## src/rtl/wvm_pkg.sv

```systemverilog
// ----------------------------------------------------------------------------
// wvm_pkg: shared constants, codes and types for the word virtual machine core
// Holds sizes, opcode and status codes, operand decode tables and the
// request and response structs of the shared arithmetic unit.
// ----------------------------------------------------------------------------
package wvm_pkg;

   localparam int STACK_DEPTH = 1024;
   localparam int MEM_WORDS   = 32768;
   localparam int REG_COUNT   = 8;

   localparam int ADDR_W   = $clog2(MEM_WORDS);
   localparam int REG_W    = $clog2(REG_COUNT);
   localparam int SP_W     = $clog2(STACK_DEPTH + 1);
   localparam int SP_IDX_W = $clog2(STACK_DEPTH);
   localparam int VAL_W    = 15;
   localparam int WORD_W   = 16;

   // Opcodes.
   localparam logic [4:0] OP_HALT = 5'd0;
   localparam logic [4:0] OP_SET  = 5'd1;
   localparam logic [4:0] OP_PUSH = 5'd2;
   localparam logic [4:0] OP_POP  = 5'd3;
   localparam logic [4:0] OP_EQ   = 5'd4;
   localparam logic [4:0] OP_GT   = 5'd5;
   localparam logic [4:0] OP_JMP  = 5'd6;
   localparam logic [4:0] OP_JT   = 5'd7;
   localparam logic [4:0] OP_JF   = 5'd8;
   localparam logic [4:0] OP_ADD  = 5'd9;
   localparam logic [4:0] OP_MULT = 5'd10;
   localparam logic [4:0] OP_MOD  = 5'd11;
   localparam logic [4:0] OP_AND  = 5'd12;
   localparam logic [4:0] OP_OR   = 5'd13;
   localparam logic [4:0] OP_NOT  = 5'd14;
   localparam logic [4:0] OP_RMEM = 5'd15;
   localparam logic [4:0] OP_WMEM = 5'd16;
   localparam logic [4:0] OP_CALL = 5'd17;
   localparam logic [4:0] OP_RET  = 5'd18;
   localparam logic [4:0] OP_OUT  = 5'd19;
   localparam logic [4:0] OP_IN   = 5'd20;
   localparam logic [4:0] OP_NOOP = 5'd21;
   localparam logic [15:0] OP_LAST = 16'd21;

   // Status codes.
   localparam logic [2:0] ST_OK       = 3'd0;
   localparam logic [2:0] ST_HALT     = 3'd1;
   localparam logic [2:0] ST_BAD_OP   = 3'd2;
   localparam logic [2:0] ST_BAD_REG  = 3'd3;
   localparam logic [2:0] ST_BAD_ARG  = 3'd4;
   localparam logic [2:0] ST_POP_EMPT = 3'd5;
   localparam logic [2:0] ST_STK_FULL = 3'd6;
   localparam logic [2:0] ST_MOD_ZERO = 3'd7;

   localparam logic CMD_LOAD = 1'b0;
   localparam logic CMD_EXEC = 1'b1;

   typedef struct packed {
      logic       start;
      logic [4:0] op;
   } alu_req_type;

   typedef struct packed {
      logic             done;
      logic [VAL_W-1:0] result;
   } alu_rsp_type;

   // Number of operand words that follow the opcode.
   function automatic logic [1:0] op_nargs(input logic [4:0] op);
      logic [1:0] n;
      unique case (op)
         OP_SET, OP_NOT, OP_RMEM, OP_JT, OP_JF, OP_WMEM:              n = 2'd2;
         OP_EQ, OP_GT, OP_ADD, OP_MULT, OP_MOD, OP_AND, OP_OR:        n = 2'd3;
         OP_PUSH, OP_POP, OP_JMP, OP_CALL, OP_OUT, OP_IN:             n = 2'd1;
         default:                                                     n = 2'd0;
      endcase
      return n;
   endfunction

   // Bit i set when operand i names a target register rather than a value.
   function automatic logic [2:0] op_regmask(input logic [4:0] op);
      logic [2:0] m;
      unique case (op)
         OP_SET, OP_POP, OP_EQ, OP_GT, OP_ADD, OP_MULT, OP_MOD,
         OP_AND, OP_OR, OP_NOT, OP_RMEM, OP_IN:                       m = 3'b001;
         default:                                                     m = 3'b000;
      endcase
      return m;
   endfunction

endpackage

```

## src/rtl/wvm_alu.sv

```systemverilog
// ----------------------------------------------------------------------------
// wvm_alu: shared arithmetic unit
// Compare, add, multiply and logic operations with a registered result, and
// a bit-serial restoring remainder for the modulo operation.
// ----------------------------------------------------------------------------
module wvm_alu
   import wvm_pkg::*;
(
   input  logic             clock,
   input  logic             reset,
   input  alu_req_type      req,
   input  logic [VAL_W-1:0] a,
   input  logic [VAL_W-1:0] b,
   output alu_rsp_type      rsp
);

   logic             mod_busy_ff;
   logic [3:0]       cnt_ff;
   logic [VAL_W-1:0] rem_ff;
   logic [VAL_W-1:0] dvd_ff;
   logic [VAL_W-1:0] dsr_ff;
   logic [VAL_W-1:0] result_ff;
   logic             done_ff;

   logic [VAL_W:0]   trial;
   logic [VAL_W:0]   trial_sub;
   logic [2*VAL_W-1:0] product;
   logic [VAL_W-1:0] simple;

   assign trial     = {rem_ff, dvd_ff[VAL_W-1]};
   assign trial_sub = trial - {1'b0, dsr_ff};
   assign product   = a * b;

   always_comb begin
      unique case (req.op)
         OP_EQ:   simple = VAL_W'(a == b);
         OP_GT:   simple = VAL_W'(a > b);
         OP_ADD:  simple = a + b;
         OP_MULT: simple = product[VAL_W-1:0];
         OP_AND:  simple = a & b;
         OP_OR:   simple = a | b;
         OP_NOT:  simple = ~a;
         default: simple = '0;
      endcase
   end

   always_ff @(posedge clock) begin
      if (reset) begin
         mod_busy_ff <= 1'b0;
         done_ff     <= 1'b0;
         cnt_ff      <= '0;
      end else begin
         done_ff <= 1'b0;
         if (req.start && req.op == OP_MOD) begin
            mod_busy_ff <= 1'b1;
            cnt_ff      <= 4'(VAL_W - 1);
            rem_ff      <= '0;
            dvd_ff      <= a;
            dsr_ff      <= b;
         end else if (req.start) begin
            result_ff <= simple;
            done_ff   <= 1'b1;
         end else if (mod_busy_ff) begin
            // One remainder bit per cycle, most significant dividend bit first.
            rem_ff <= trial_sub[VAL_W] ? trial[VAL_W-1:0] : trial_sub[VAL_W-1:0];
            dvd_ff <= {dvd_ff[VAL_W-2:0], 1'b0};
            cnt_ff <= cnt_ff - 4'd1;
            if (cnt_ff == 4'd0) begin
               mod_busy_ff <= 1'b0;
               result_ff   <= trial_sub[VAL_W] ? trial[VAL_W-1:0] : trial_sub[VAL_W-1:0];
               done_ff     <= 1'b1;
            end
         end
      end
   end

   assign rsp.done   = done_ff;
   assign rsp.result = result_ff;

endmodule

```

## config.mk

```make
export PLATFORM = sky130hd
export DESIGN_NAME = wvm_alu
export DESIGN_NICKNAME = d
export VERILOG_FILES = /design/src/rtl/wvm_pkg.sv /design/src/rtl/wvm_alu.sv
export SDC_FILE = /design/constraint.sdc
export NUM_CORES = 1
export LEC_CHECK = 0
export BUFFER_PORTS_ARGS = -buffer_cell sky130_fd_sc_hd__buf_4
export CAP_MARGIN = 20
export CORE_MARGIN = 3
export CORE_UTILIZATION = 68
export CTS_BUF_LIST = sky130_fd_sc_hd__clkbuf_4 sky130_fd_sc_hd__clkbuf_8 sky130_fd_sc_hd__clkbuf_16
export DETAILED_ROUTE_END_ITERATION = 12
export HOLD_SLACK_MARGIN = 0.15
export PLACE_DENSITY = 0.87
export SETUP_SLACK_MARGIN = 0.2
export SLEW_MARGIN = 20
export SYNTH_ARGS = -nofsm -noshare
export SYNTH_HDL_FRONTEND = slang
export SYNTH_SLANG_ARGS = --single-unit
```

## constraint.sdc

```tcl
create_clock -name clock -period 12.4 [get_ports clock]
set_clock_uncertainty 0.1 [all_clocks]
set_input_delay 0 -clock clock [delete_from_list [all_inputs] [get_ports clock]]
set_output_delay 0 -clock clock [all_outputs]
set_load 0.03 [all_outputs]
```

==> key figures <==
Floorplanning
  – Die area: 13,700 um^2
  – Core outline area: 11,800 um^2
  – Boundary Pins: 54
  – Initial Util: 0.715
  – Die Span Y: 117 um
  – Die W: 117 um
  – Row cnt: 39

Outcome
  – Status: finished, final reports clean

Critical path
  – Type of origin of the critical path: input pin
  – R2r startpoint: rem_ff[4]
  – Critical path's slowest cell: fa_1
  – Worst reg2reg path endpoint: result_ff[14]
  – Crit path to: result_ff[13]
  – Worst reg2reg path depth: 9
  – Crit Path Category: in -> reg
  – CP Max Fanout: 13
  – Worst path max stage delay: 550 ps
  – Cell mode on critical path: inv_1
  – CP Cell Sequence: dlygate4sd3_1, buf_4, inv_1, nor2_1, fa_1, inv_1, fa_1, inv_1, fa_1, inv_1, fa_1, inv_1, fa_1, inv_1, fa_1, inv_1, ha_1, or3_1, o21ai_0, a21oi_1, a31o_2, a211oi_1, o221ai_1
  – Crit. End Element: flip-flop
  – Setup crit start: b[0]
  – Flop-to-flop setup slack: 8970 ps
  – Req. time, crit path: 12,340 ps
  – Arr. time, crit path: 6010 ps

Route
  – Vias/cell: 6.29
  – Initial DRC count: 979
  – Post-route ant nets: 0
  – Total Wirelength: 24,900 um
  – Pre-Repair DR Iteration Count: 6
  – Drc violations: 0
  – Total vias in the final route: 7,553
  – WL per Instance: 20.8 um

Run
  – Max_cap viols: 0

Synthesis
  – Yosys cell types: 65
  – Yosys reg bits: 66
  – Post-Syn Area: 8410 um^2
  – Register area share after synthesis: 0.229
  – Main synth FF type: edfxtp_1
  – Share of the synthesized area in the top cell type: 0.214
  – FFs w/ async S/R, synth: 0
  – Area contributors post-synth: edfxtp_1 21%, fa_1 16%, ha_1 16%
  – Synthesis warning total: 0
  – Mean Syn Cell Area: 8.78 um^2
  – Top-count cell post-synth: inv_1
  – Number of flops mapped to enable cells by yosys: 60
  – Mapped Nets: 1,171
  – Area leader, netlist: edfxtp_1
  – Cells after Synth: 958
  – Synth top cells by count: 155 x inv_1, 114 x nor2_1, 106 x ha_1

Global routing
  – Global-route wire length before repair: 39,600 um
  – Initial antenna violation count: 0
  – GR Overflow Total: 0
  – Overall routing resource usage: 0.381
  – Largest net degree at the start of global routing: 33
  – Number of global-route vias before repair: 7,716

CTS
  – Clock transition at the registers of the reported paths: 70 ps
  – CTS tree: yes
  – CTS Root Cell: clkbuf_16
  – Skew-Pair Late Insertion Delay: 340 ps
  – CTS buffer count: 9
  – Clock Sinks: 66
  – Clock buffer depth: 2
  – H-tree levels: 3

Layout
  – N_diodes: 0
  – NumNets Final: 1,245
  – Synth-to-layout area growth: 13.1%
  – Layout cells sized above 1: 0.0858

STA
  – Fmax: 165 MHz
  – Rel. slew slack: 0.456
  – RSZ-0062 raised after global routing: no
  – Tcrit/Tclk final: 0.489
  – Slew @ Worst Pin: 813 ps
  – Final setup violation count: 0
  – Slew Limit Fails: 0
  – Setup TNS: 0 ps
  – Minimum clock period: 6070 ps
  – Final hold violations: 0
  – Hold Slack: 202 ps

Power
  – Worst vdd ir: 0.000117 V
  – Pwr dens: 142 nW/um^2
  – Static Leak: 4.47 nW

Place
  – Port Buffer Count: 53
  – RD Place Congestion: 0.991
  – DP HPWL: 18,300 um

Min path
  – Tightest Hold Check Type: in -> reg
metal layers:
| layer | vias up | global-route usage | part of all wire |
|---|---|---|---|
| met4 | 0 | 0.223 | 0.068 |
| met3 | 150 | 0.0859 | 0.11 |
| li1 | 3345 | - | - |
| met1 | 3527 | 0.480 | 0.37 |
| met5 | - | 0 | 0 |
| met2 | 531 | 0.604 | 0.45 |
cells by family after synthesis:
logic type,Yosys count,synth area share
xor+xnor,54,0.0579
compound gates,178,0.136
flops,66,0.229
mux,21,0.0254
simple gates,280,0.146
fa+ha+maj,175,0.322
buf+inv,184,0.0839
sequential cells by signal, summed over array words and instances (netlist names):
register,flops
mod_busy_ff,1
result_ff,15
done_ff,1
rem_ff,15
dsr_ff,15
dvd_ff,15
cnt_ff,4
through the flow:
stage	utilization	cells	cell area (um^2)	setup WS, ps	power (mW)
6_report	0.809	1201	9510	6330	1.35
5_1_grt	0.809	1201	9510	6040	1.45
4_1_cts	0.809	1201	9510	6410	1.33
3_5_place_dp	0.761	1156	8950	6640	1.08
3_3_place_gp	0.761	1156	8950	6830	1.05
2_1_floorplan	-	958	8410	7070	0.885
worst max-delay path, delay by kind of cell:
kind	cells	cell delay (ps)
simple gates	2	470
compound gates	5	870
fa+ha+maj	7	3280
buf+inv	9	1390
area by class of cell:
type,instances,area [um^2]
multi-input combinational,708,5790
fill,777,2250
clock buffer,10,233
tap,164,205
clock inverter,6,40.0
timing repair buffer,87,726
inverter,160,601
sequential,66,1920
power breakdown:
group          switching (mW)  total [mW]  internal, mW
logic                   0.474       0.856         0.381
clock network           0.105       0.243         0.138
registers             0.00167       0.247         0.246
total                   0.581        1.35         0.765
repair_timing:
action                                 in CTS  in global routing
endpoints found under the hold margin      59                  0
gates resized for setup                     0                  0
hold buffers                               29                  0
buffers inserted                            0                  0
how the worst min path moves through the flow:
stage	startpoint	endpoint	slack, ps	cells past startpoint
floorplan	b[0]	dsr_ff[0]	-1	0
global placement	b[13]	dsr_ff[13]	110	1
detailed placement	b[13]	dsr_ff[13]	110	1
CTS	a[5]	dvd_ff[5]	200	3
global route	a[7]	dvd_ff[7]	230	3
finish	a[7]	dvd_ff[7]	200	3
cell usage in the layout (no fill, tap or decap), drive strengths merged, types with 5 or more instances in the layout:
cell,n
a211oi,9
a21o,8
a21oi,41
a221oi,7
a31oi,8
buf,58
clkbuf,10
clkinv,8
dfxtp,6
dlygate4sd3,29
edfxtp,60
fa,69
ha,106
inv,158
mux2i,18
nand2,101
nand3,12
nor2,114
nor2b,11
nor3,10
o21a,6
o21ai,43
o21bai,5
o221ai,6
o22ai,20
or2,6
xnor2,42
xor2,11
Power figures use the tool's default switching activity.
